==> config.mk <==
export PLATFORM = sky130hd
export DESIGN_NAME = srk_front
export DESIGN_NICKNAME = d
export VERILOG_FILES = /design/src/hdl/srk_pkg.sv /design/src/hdl/srk_front.sv
export SDC_FILE = /design/constraint.sdc
export NUM_CORES = 1
export LEC_CHECK = 0
export BUFFER_PORTS_ARGS = -buffer_cell sky130_fd_sc_hd__buf_4
export CORE_AREA = 8 8 117 92
export DETAILED_ROUTE_END_ITERATION = 10
export DIE_AREA = 0 0 125 100
export HOLD_SLACK_MARGIN = 0.05
export PLACE_DENSITY = 0.91
export SLEW_MARGIN = 20
export SYNTH_ARGS = -nofsm -noshare
export SYNTH_HDL_FRONTEND = slang
export SYNTH_SLANG_ARGS = --single-unit
export TNS_END_PERCENT = 5
==> constraint.sdc <==
create_clock -name clock -period 8.8 [get_ports clock]
set_clock_uncertainty 0.15 [all_clocks]
set_input_delay 0.88 -clock clock [delete_from_list [all_inputs] [get_ports clock]]
set_output_delay 0.88 -clock clock [all_outputs]
set_load 0.02 [all_outputs]
==> src/hdl/srk_pkg.sv <==
// shared types and constants for the sparse row kernel
package srk_pkg;

   // action codes
   typedef enum logic [3:0] {
      ACT_ROW_START = 4'd0,
      ACT_ENTRY     = 4'd1,
      ACT_VECTOR    = 4'd2,
      ACT_RHS       = 4'd3,
      ACT_MULTIPLY  = 4'd4,
      ACT_RESIDUAL  = 4'd5,
      ACT_FWD_GS    = 4'd6,
      ACT_BWD_GS    = 4'd7,
      ACT_JACOBI    = 4'd8,
      ACT_READ_VEC  = 4'd9
   } action_type;

   // result status codes
   localparam logic [1:0] STATUS_OK        = 2'd0;
   localparam logic [1:0] STATUS_ZERO_DIAG = 2'd1;
   localparam logic [1:0] STATUS_RANGE     = 2'd2;

   // damping factor, 30 fraction bits
   localparam logic [31:0] OMEGA_RAW  = 32'd715827811;
   localparam int          OMEGA_FRAC = 30;

   // field widths
   localparam int ACTION_W = 4;
   localparam int POS_W    = 13;
   localparam int COL_W    = 10;
   localparam int DATA_W   = 32;
   localparam int ROW_W    = 10;
   localparam int CNT_W    = 11;
   localparam int ACC_W    = 64;

   // one classified item handed from front to back
   typedef struct packed {
      action_type          action;
      logic [POS_W-1:0]    position;
      logic [COL_W-1:0]    column;
      logic [DATA_W-1:0]   data_word;
      logic                in_range;
   } work_type;

endpackage

==> src/hdl/srk_front.sv <==
// front end: accepts items, checks row range and queues them for the back end
module srk_front
   import srk_pkg::*;
#(
   parameter int MAX_ROWS = 1024,
   parameter int DEPTH    = 2
) (
   input  logic                 clock,
   input  logic                 reset,
   input  logic [CNT_W-1:0]     row_count,
   input  logic                 req_valid,
   output logic                 req_ready,
   input  logic [ACTION_W-1:0]  req_action,
   input  logic [POS_W-1:0]     req_position,
   input  logic [COL_W-1:0]     req_column,
   input  logic [DATA_W-1:0]    req_data_word,
   output logic                 work_valid,
   input  logic                 work_ready,
   output work_type             work_item
);
   localparam int PTR_W = (DEPTH > 1) ? $clog2(DEPTH) : 1;

   work_type          queue_ff [DEPTH];
   logic [PTR_W-1:0]  wr_ptr_ff, rd_ptr_ff;
   logic [PTR_W:0]    fill_ff;
   work_type          classified;
   logic              push, pop;

   // range check against the configured and physical row limits
   always_comb begin
      classified.action    = action_type'(req_action);
      classified.position  = req_position;
      classified.column    = req_column;
      classified.data_word = req_data_word;
      classified.in_range  = ({{(32-POS_W){1'b0}}, req_position} < 32'(MAX_ROWS)) &&
                             ({{(POS_W-CNT_W){1'b0}}, row_count} > req_position);
   end

   assign req_ready  = (fill_ff != (PTR_W+1)'(DEPTH));
   assign work_valid = (fill_ff != '0);
   assign work_item  = queue_ff[rd_ptr_ff];
   assign push       = req_valid && req_ready;
   assign pop        = work_valid && work_ready;

   // queue storage
   always_ff @(posedge clock) begin
      if (push) queue_ff[wr_ptr_ff] <= classified;
   end

   // queue pointers
   always_ff @(posedge clock) begin
      if (reset) begin
         wr_ptr_ff <= '0;
         rd_ptr_ff <= '0;
         fill_ff   <= '0;
      end else begin
         if (push) wr_ptr_ff <= (wr_ptr_ff == PTR_W'(DEPTH-1)) ? '0 : wr_ptr_ff + 1'b1;
         if (pop)  rd_ptr_ff <= (rd_ptr_ff == PTR_W'(DEPTH-1)) ? '0 : rd_ptr_ff + 1'b1;
         fill_ff <= fill_ff + (PTR_W+1)'(push) - (PTR_W+1)'(pop);
      end
   end
endmodule

==> key figures, run 1 <==
Outcome
  • Outcome: complete, no violations

Setup path
  • Sum of buffers and inverters on the critical path: 2
  • Most common cell on crit path: buf_4
  • FF-to-FF path depth: 4
  • Worst R2R End: queue_ff[0][13]$_DFFE_PP_
  • CP max stage cell: dfxtp_2
  • Arr. time, crit path: roughly 2.3 ns
  • CP delay by family, top: flip-flops
  • Worst Setup EP: work_item[15]
  • Largest stage delay on the critical path: just under 0.8 ns
  • Largest fanout on the critical path: 32
  • Setup crit end kind: output pin
  • Number of cells on the critical path: 3
  • Reg-to-Reg Start: fill_ff[0]$_SDFF_PP0_
  • CP Cell Sequence: buf_4 -> mux2_2 -> buf_4
  • Type of origin of the critical path: register
  • Worst Path Required: between 7 and 8 ns
  • Worst setup path category: register to output pin
  • Flop-to-flop setup slack: between 6 and 7 ns

STA
  • Setup TNS: 0 ns
  • Highest clock rate: between 300 and 400 MHz
  • Post-layout min period: about 3.3 ns
  • Measured slew at the worst slew-check pin: 0.818 ns
  • Final hold violation count: 0
  • Worst relative slew slack: 45.5%
  • Final period utilization: 37.5%
  • RSZ-0062 raised after global routing: false
  • Slew Viols, Final: 0
  • Final setup violation count: 0

Placed design
  • Area after DPL: between 6000 and 7000 um^2
  • Hpwl dp: between 6000 and 7000 um
  • Placed insts: 493
  • IO buf count: roughly 140
  • Placer Congestion: a little over 0.7

Floorplanning
  • Core footprint: roughly 9000 um^2
  • Row count: 30
  • Initial Util: a little over half
  • Die ar.: 12,500 um^2
  • Chip Height: 100 um
  • Die Wd: around 130 um
  • # IOs: around 140

Cells and area
  • Layout cells sized above 1: between 50% and 60%
  • Area added between synthesis and finish: 38.5%
  • Design Area, Final: 6720 um^2
  • Post-Layout Cell Count: 525
  • Fill count: approximately 560
  • Antenna diodes: 0
  • Final Util: around three quarters
  • Nets@finish: 487

Logic synthesis
  • Register bit total from synthesis: 125
  • Synthesized area: around 4900 um^2
  • Post-synth EDFFs: 120
  • Synth async-reset ratio: 0%
  • Post-synthesis cell count: between 200 and 300
  • Most frequent cell after synthesis: edfxtp_1
  • Yosys warns: 0
  • Synth area leaders: edfxtp_1 74%, mux2_2 14%, ha_1 3.4%
  • Syn_area_per_cell: approximately 19 um^2
  • Main synth FF type: edfxtp_1
  • Post-synth top cells: 120 x edfxtp_1, 60 x mux2_2, 13 x ha_1, 13 x inv_1, 8 x nor2_1
  • Syn_nets: 337
  • Cell taking the most area after synthesis: edfxtp_1
  • Netlist cell types: 26
  • Sequential fraction of the synthesis area: 76.3%
  • Top-area cell type share of the netlist area: 74.3%

Clock tree
  • TritonCTS Buffers: 17
  • Hold_buf cts: 0
  • H-tree levels: 4
  • Worst-Skew Late Latency: approximately 0.4 ns
  • Clk buf depth: 2
  • CTS tree: done
  • Clock sinks: between 100 and 150
  • Post-cts sizing count: 0
  • Reg clk slew, reported paths: about 0.050 ns
  • Clk root buf: clkbuf_16
  • Postcts setup bufs: 0

Global routing
  • GRT Overall Usage: approximately 16%
  • Gr ovfl total: 0
  • Global-route wire length before repair: around 16,000 um
  • Pin count of the biggest net entering global routing: 61
  • Initial antenna violation count: 0
  • Number of global-route vias before repair: around 3.0k

Route
  • Routed Antenna Nets: 0
  • Detailed Route Iter0 Violations: 160
  • Drt total wl: between 10,000 and 15,000 um
  • DRT Pass-1 Iters: 4
  • Vias/cell: just over 5
  • Residual DRC: 0
  • Vias: 2,693
  • DR WL/cell: 19.4 um

Flow run
  • MaxCap Viol Count: 0

Pwr
  • P_leak: ~0.0027 uW
  • Worst vdd ir: approximately 0.26 mV
  • PD cells: 321 nW/um^2

Hold path
  • Worst hold path type: register to register
worst min-delay path by stage:
stage	to	cells past startpoint	start	slack, ns
finish	register	2	rd_ptr_ff$_SDFFE_PP0P_	0.39
detailed placement	register	2	rd_ptr_ff$_SDFFE_PP0P_	0.39
global placement	rd_ptr_ff$_SDFFE_PP0P_	2	rd_ptr_ff$_SDFFE_PP0P_	0.35
global route	register	2	rd_ptr_ff$_SDFFE_PP0P_	0.41
CTS	register	2	rd_ptr_ff$_SDFFE_PP0P_	0.40
floorplan	register	2	rd_ptr_ff$_SDFFE_PP0P_	0.33
power by group:
group	switching, uW	internal [uW]
Sequential	39.4	758
Clock	248	589
Combinational	279	242
worst min-delay path: stages (launching register included):
cell and delay, ns:
dfxtp_1 0.32, xnor2_1 0.09, nor2_1 0.09
placed cells by master, fill, tap and decap left out, types with 2 or more instances in the layout:
cell type / synthesis / final
buf_4: 0 / 138
edfxtp_1: 120 / 120
mux2_2: 60 / 60
clkbuf_16: 0 / 17
inv_1: 13 / 13
ha_1: 13 / 13
bufinv_16: 0 / 8
nor2_1: 8 / 7
clkinv_4: 0 / 5
dfxtp_1: 5 / 4
nand2_1: 2 / 2
nand4_1: 2 / 2
o31a_1: 2 / 2
xnor2_1: 2 / 2
xor2_1: 2 / 2
per-layer routing:
layer | wire [um] | up-vias | GRT usage, %
met3 | 676 | 5 | 7.20
met2 | 5360 | 92 | 28.6
met1 | 4100 | 1332 | 18.1
met5 | 0 | - | 0
li1 | - | 1264 | -
met4 | 44 | 0 | 4.94
sequential cells by signal (all words and copies together) (netlist names), named ones only:
name       count
fill_ff        2
queue_ff     120
rd_ptr_ff      1
wr_ptr_ff      1
stage by stage:
stage | hold WS [ns] | worst slack, ns | total power [uW]
CTS | 0.398 | 5.43 | 2180
detailed placement | 0.385 | 5.90 | 1330
global placement | 0.346 | 5.91 | 1320
finish | 0.386 | 5.50 | 2150
floorplan | 0.330 | 4.68 | 1120
global route | 0.411 | 5.35 | 2230
kinds of logic (layout without fill, tap and decap cells):
family,count (synthesis),after routing,share of synthesized area [%]
adder cells (fa/ha/maj),13,13,3.35
flip-flops,125,125,76.3
multiplexers,60,60,13.9
AND/OR/NAND/NOR,19,19,2.27
buffers and inverters,20,183,1.73
AO/OA/AOI/OAI,9,9,1.65
XOR/XNOR,4,4,0.722
layout make-up:
| cell class | count | area, um^2 | share of cell area (%) |
|---|---|---|---|
| clock buffers | 17 | 425 | 6.33 |
| multi-input cells | 105 | 1070 | 16.0 |
| inverters | 13 | 48.8 | 0.726 |
| well taps | 112 | 140 | 2.09 |
| clock inverters | 15 | 293 | 4.36 |
| flip-flops and latches | 125 | 3700 | 55.1 |
| repair buffers | 138 | 1040 | 15.4 |
(Power assumes the default switching activity.)
==> run 2: changes to the inputs <==
--- a/config.mk
+++ b/config.mk
@@ -5,12 +5,13 @@
 export SDC_FILE = /design/constraint.sdc
 export NUM_CORES = 1
 export LEC_CHECK = 0
+export ABC_AREA = 1
 export BUFFER_PORTS_ARGS = -buffer_cell sky130_fd_sc_hd__buf_4
-export CORE_AREA = 8 8 117 92
+export CORE_AREA = 8 8 131 103
 export DETAILED_ROUTE_END_ITERATION = 10
-export DIE_AREA = 0 0 125 100
+export DIE_AREA = 0 0 139 111
 export HOLD_SLACK_MARGIN = 0.05
-export PLACE_DENSITY = 0.91
+export PLACE_DENSITY = 0.82
 export SLEW_MARGIN = 20
 export SYNTH_ARGS = -nofsm -noshare
 export SYNTH_HDL_FRONTEND = slang
==> constraint.sdc (replaced) <==
create_clock -name clock -period 2.7 [get_ports clock]
set_clock_uncertainty 0.15 [all_clocks]
set_input_delay 0.27 -clock clock [delete_from_list [all_inputs] [get_ports clock]]
set_output_delay 0.27 -clock clock [all_outputs]
set_load 0.02 [all_outputs]
==> run 2 against run 1 <==
  * Combinational power increased to 3.9 times the previous value
  * Global-route usage decreased by 2.1 points
  * Non-clock buffer count increased by 65
  * Cell count increased by 23%
  * Sequential share of layout area decreased by 6.1 points
  * Clock power increased to 2.7 times the previous value
  * Setup slack got worse by 5.0 ns
  * Critical endpoint is now work_item[42]
  * Largest power group is now sequential cells
==> key figures, run 2 <==
Clock tree
  • CTS tree: done
  • Clock sinks: ~130
  • Clk root buf: clkbuf_16
  • Postcts setup bufs: 0
  • Worst-Skew Late Latency: ~0.4 ns
  • Clk buf depth: 2
  • Hold_buf cts: 62
  • TritonCTS Buffers: 17
  • H-tree levels: 4
  • Reg clk slew, reported paths: around 0.06 ns
  • Post-cts sizing count: 0

Floorplanning
  • Die Wd: between 100 and 150 um
  • # IOs: 136
  • Row count: 34
  • Die ar.: roughly 15,000 um^2
  • Initial Util: between 40 and 50%
  • Core footprint: 11,300 um^2
  • Chip Height: about 110 um

STA
  • Post-layout min period: 2.19 ns
  • RSZ-0062 raised after global routing: false
  • Highest clock rate: ~460 MHz
  • Final setup violation count: 0
  • Measured slew at the worst slew-check pin: 0.481 ns
  • Slew Viols, Final: 0
  • Final period utilization: 81.2%
  • Worst relative slew slack: between 60% and 70%
  • Final hold violation count: 0

Placed design
  • Area after DPL: roughly 6300 um^2
  • Hpwl dp: about 7300 um
  • Placer Congestion: between 0.7 and 0.8
  • IO buf count: 135

Cells and area
  • Most frequent cells in the layout: 140 x buf_4, 120 x edfxtp_1, 62 x dlygate4sd3_1
  • Design Area, Final: around 7600 um^2
  • Top Registers: queue_ff: 120 flops, fill_ff: 2 flops
  • Most common library cell in the layout ignoring fill and taps: buf_4
  • Largest register FFs: 120
  • Antenna diodes: 0
  • Layout cells sized above 1: between 40% and 50%
  • Area added between synthesis and finish: 45.3%
  • Top reg by flops: queue_ff
  • Nets@finish: ~580

Route
  • DRT Pass-1 Iters: 4
  • DR WL/cell: about 17 um
  • Drt total wl: approximately 11,000 um
  • Vias: between 3k and 4k
  • Routed Antenna Nets: 0
  • Residual DRC: 0
  • Detailed Route Iter0 Violations: 140
  • Vias/cell: about 4.7

Pwr
  • Power Total: just under 7000 uW
  • P_leak: approximately 0.0031 uW
  • Internal Power: 4950 uW
  • Combinational Power Share: between 20% and 30%
  • Worst vdd ir: 0.495 mV
  • PD cells: 912 nW/um^2
  • Power share of the sequential group: 37.5%
  • Clock power share: between 30% and 40%
  • Switching Fraction: between 20 and 30%
  • Switch Pwr: around 2000 uW

Global routing
  • Gr ovfl total: 0
  • Pin count of the biggest net entering global routing: 38
  • M1 GR Usage: 16.9%
  • Number of global-route vias before repair: between 3k and 4k
  • GRT Overall Usage: between 10% and 20%
  • GR Util met2: ~23%
  • Initial antenna violation count: 0
  • Global-route wire length before repair: approximately 17,000 um
  • Busiest metal layer after global routing: met2
  • Met3 Usage GRT: a little under 7%

Logic synthesis
  • Post-synth top cells: 120 x edfxtp_1, 60 x mux2_4, 24 x inv_1
  • Register bit total from synthesis: approximately 130
  • Yosys warns: 0
  • Sequential fraction of the synthesis area: 71.2%
  • Syn_area_per_cell: ~19 um^2
  • Top-area cell type share of the netlist area: a little under 70%
  • Cell taking the most area after synthesis: edfxtp_1
  • Post-synth EDFFs: 120
  • Synthesized area: about 5200 um^2
  • Synth area leaders: edfxtp_1 69%, mux2_4 17%, ha_1 3.1%
  • Post-synthesis cell count: between 200 and 300
  • Most frequent cell after synthesis: edfxtp_1
  • Netlist cell types: 18
  • Synth async-reset ratio: 0%
  • Main synth FF type: edfxtp_1
  • Syn_nets: 363

Hold path
  • Worst hold path type: primary input to register
  • Min-delay src: req_valid
  • Hold Path Depth: 3
  • WHS Endpoint: wr_ptr_ff$_SDFFE_PP0P_

Setup path
  • Most common cell on crit path: buf_4
  • Flop-to-flop setup slack: roughly 0.76 ns
  • Worst R2R End: fill_ff[1]$_SDFF_PP0_
  • Largest stage delay on the critical path: 0.50 ns
  • CP max stage cell: dfxtp_4
  • Reg-to-Reg Start: fill_ff[0]$_SDFF_PP0_
  • FF-to-FF path depth: 9
  • Arr. time, crit path: around 1.8 ns
  • Setup crit end kind: output pin
  • Worst setup path category: register to output pin
  • Worst Path Required: 2.28 ns
  • Type of origin of the critical path: register
  • Largest fanout on the critical path: 15
  • CP Cell Sequence: buf_4 -> mux2_4 -> buf_4

Flow run
  • MaxCap Viol Count: 0

Outcome
  • Outcome: complete, no violations
run 2: worst max path at each step:
stage,startpoint,endpoint,slack [ns],depth (start not counted)
3_3_place_gp,register,work_item[40],0.95,3
2_1_floorplan,fill_ff[0]$_SDFF_PP0_,queue_ff[1][0]$_DFFE_PP_,-0.18,4
4_1_cts,register,work_item[42],0.48,3
6_report,register,work_item[42],0.51,3
5_1_grt,register,work_item[42],0.43,3
3_5_place_dp,fill_ff[0]$_SDFF_PP0_,fill_ff[1]$_SDFF_PP0_,0.82,9
run 2: worst max-delay path: cells and delay by family (launching register included):
family,cells,cell delay [ns]
buffers and inverters,2,0.51
flip-flops,1,0.50
multiplexers,1,0.34
run 2: through the flow:
stage / setup TNS (ns) / setup slack [ns] / hold slack, ns / util [%] / std cells
2_1_floorplan: -20.01 / -0.176 / 0.189 / - / 276
3_3_place_gp: 0 / 0.948 / 0.305 / 56.0 / 554
3_5_place_dp: 0 / 0.815 / 0.308 / 56.0 / 554
4_1_cts: 0 / 0.478 / 0.0705 / 66.8 / 647
5_1_grt: 0 / 0.434 / 0.0933 / 66.8 / 647
6_report: 0 / 0.508 / 0.0666 / 66.8 / 647
run 2: kinds of logic (layout without fill, tap and decap cells):
logic type               count (synthesis)  count (layout)  share of synthesized area, %
buffers and inverters                   32             259                          4.33
flip-flops                             125             125                          71.2
AO/OA/AOI/OAI                            7               7                         0.673
adder cells (fa/ha/maj)                 13              13                          3.13
multiplexers                            60              60                          17.3
AND/OR/NAND/NOR                         38              38                          3.20
XOR/XNOR                                 1               1                         0.168
run 2: power by group through the flow:
stage | clock network (uW) | registers [uW] | logic (uW)
floorplan | 0 | 2580 | 1380
global placement | 0 | 2610 | 1950
detailed placement | 0 | 2620 | 1990
CTS | 2300 | 2590 | 2070
global route | 2400 | 2610 | 2170
finish | 2260 | 2590 | 2050
run 2: final cells by class:
cell class | instances | area [um^2]
clock buffers | 17 | 425
clock inverters | 14 | 170
fillers | 734 | 3760
inverters | 25 | 93.8
multi-input cells | 119 | 1290
flip-flops and latches | 125 | 3710
well taps | 144 | 180
repair buffers | 203 | 1690
run 2: per-layer routing:
layer  wire length (um)  share of wire (%)  vias to the layer above
met5                  0                  0                        -
met4                 79               0.72                        0
met3                899                8.2                        8
met2               5200                 47                      116
met1               4790                 44                     1429
li1                   -                  -                     1457
==> run 3: changes to the inputs <==
==> constraint.sdc (replaced) <==
create_clock -name clock -period 2 [get_ports clock]
set_clock_uncertainty 0.15 [all_clocks]
set_input_delay 0.2 -clock clock [delete_from_list [all_inputs] [get_ports clock]]
set_output_delay 0.2 -clock clock [all_outputs]
set_load 0.02 [all_outputs]
==> run 3 against run 2 <==
  * Combinational power rose by 43%
  * Clock power grew 38%
  * Routed wire length is 4.6% higher
  * Global-route usage rose by 0.26 points
  * Non-clock buffer count is 2 higher
  * Via count increased by 1.4%
  * First-iteration DRC count increased by 8.6%
  * Power rose by 38%
  * Hold slack improved by 0.29 ns
  * Die area unchanged
  * Critical path type unchanged
  * Highest routed layer unchanged
==> key figures, run 3 (synthesis results as in run 2) <==
Setup path
  • Largest fanout on the critical path: 24
  • Worst setup path category: register to output pin
  • Flop-to-flop setup slack: roughly 0.24 ns
  • Type of origin of the critical path: register
  • Reg-to-Reg Start: fill_ff[1]$_SDFF_PP0_
  • Arr. time, crit path: about 1.6 ns
  • Worst Path Required: 1.65 ns
  • FF-to-FF path depth: 6
  • Setup crit end kind: output pin

Clock tree
  • TritonCTS Buffers: 17
  • Postcts setup bufs: 0
  • Reg clk slew, reported paths: around 0.06 ns
  • Clk root buf: clkbuf_16
  • Clk buf depth: 2
  • Worst-Skew Late Latency: 0.41 ns
  • H-tree levels: 4
  • CTS tree: done
  • Clock sinks: ~130

Placed design
  • Placer Congestion: roughly 0.76
  • IO buf count: 135
  • Hpwl dp: roughly 7400 um

Global routing
  • Number of global-route vias before repair: roughly 3.4k
  • GRT Overall Usage: between 10 and 15%
  • Pin count of the biggest net entering global routing: 62
  • Gr ovfl total: 0
  • Initial antenna violation count: 0
  • Global-route wire length before repair: between 15,000 and 20,000 um

Cells and area
  • Top Registers: queue_ff: 120 flops, fill_ff: 2 flops
  • Final Util: about 70%
  • Antenna diodes: 0
  • Most frequent cells in the layout: 122 x buf_4, 120 x edfxtp_1, 63 x dlygate4sd3_1
  • Fill count: 738
  • Largest register FFs: 120
  • Top reg by flops: queue_ff
  • Layout cells sized above 1: around 48%
  • Area added between synthesis and finish: 48.0%
  • Nets@finish: between 500 and 600
  • Most common library cell in the layout ignoring fill and taps: buf_4

Flow run
  • MaxCap Viol Count: 0

Floorplanning
  • Row count: 34
  • # IOs: 136
  • Initial Util: between 40% and 50%
  • Die Wd: 139 um
  • Core footprint: roughly 11,000 um^2
  • Chip Height: 111 um
  • Die ar.: 15,400 um^2

Hold path
  • WHS Endpoint: rd_ptr_ff$_SDFFE_PP0P_
  • Min-delay src: rd_ptr_ff$_SDFFE_PP0P_
  • Hold Path Depth: 2
  • Worst hold path type: register to register

STA
  • Post-layout min period: between 1.5 and 2 ns
  • Slew Viols, Final: 0
  • Hold slack: 0.354 ns
  • Final hold violation count: 0
  • Highest clock rate: around 510 MHz
  • Measured slew at the worst slew-check pin: about 0.36 ns
  • Final setup violation count: 0
  • Final period utilization: a little over nine tenths
  • Worst relative slew slack: about 76%

Route
  • Routed Antenna Nets: 0
  • Drt total wl: roughly 11,000 um
  • DR WL/cell: between 15 and 20 um
  • Vias: 3,053
  • Vias/cell: 4.70
  • DRT Pass-1 Iters: 4
  • Residual DRC: 0
  • Detailed Route Iter0 Violations: roughly 150

Pwr
  • Worst vdd ir: approximately 0.63 mV
  • PD cells: 1240 nW/um^2
  • P_leak: 0.00319 uW

Outcome
  • Outcome: complete, no violations
run 3: timing repair:
action                                  CTS  global route
hold buffers                             63             0
endpoints found under the setup margin    0            16
hold endpoints to repair                125             0
gates resized for setup                   0            16
run 3: layout make-up:
type | instances | area [um^2] | area share [%]
Clock buffer | 18 | 429 | 5.58
Inverter | 25 | 93.8 | 1.22
Sequential cell | 125 | 3710 | 48.2
Multi-Input combinational cell | 119 | 1300 | 16.9
Tap cell | 144 | 180 | 2.34
Clock inverter | 14 | 175 | 2.28
Timing Repair Buffer | 205 | 1810 | 23.5
run 3: how the worst max path moves through the flow:
stage,endpoint,slack (ns),cells past startpoint
floorplan,queue_ff[1][0]$_DFFE_PP_,-0.03,4
global placement,fill_ff[1]$_SDFF_PP0_,0.37,10
detailed placement,fill_ff[1]$_SDFF_PP0_,0.30,10
CTS,work_item[18],0.01,3
global route,work_item[16],-0.009,3
finish,work_item[16],0.04,3
run 3: critical path, cell delays in order (launching register included):
cell and delay (ns):
dfxtp_4 0.45, buf_12 0.24, mux2_4 0.33, buf_4 0.16
run 3: routing by layer:
metal / GRT usage (%) / vias to the layer above / share of wire [%]
met3: 7.79 / 19 / 8.9
met2: 24.3 / 122 / 52
met5: 0 / - / 0
met4: 5.91 / 0 / 1.4
met1: 15.4 / 1454 / 38
li1: - / 1458 / -
run 3: per-stage QoR:
step	setup TNS [ns]	std cells	worst slack (ns)	total power (uW)	instance area, um^2
finish	0	650	0.0437	9540	7700
global route	-0.0231	650	-0.00901	9930	7700
CTS	0	650	0.0115	9560	7640
detailed placement	0	555	0.296	6310	6400
global placement	0	555	0.373	6230	6400
floorplan	-2.12	276	-0.0340	5360	5230
run 3: power by group:
part	internal (uW)	switching (uW)	leakage, uW
Combinational	1500	1440	0.00174
Sequential	3340	143	0.00116
Clock	2060	1050	0.000292
Total	6900	2640	0.00319
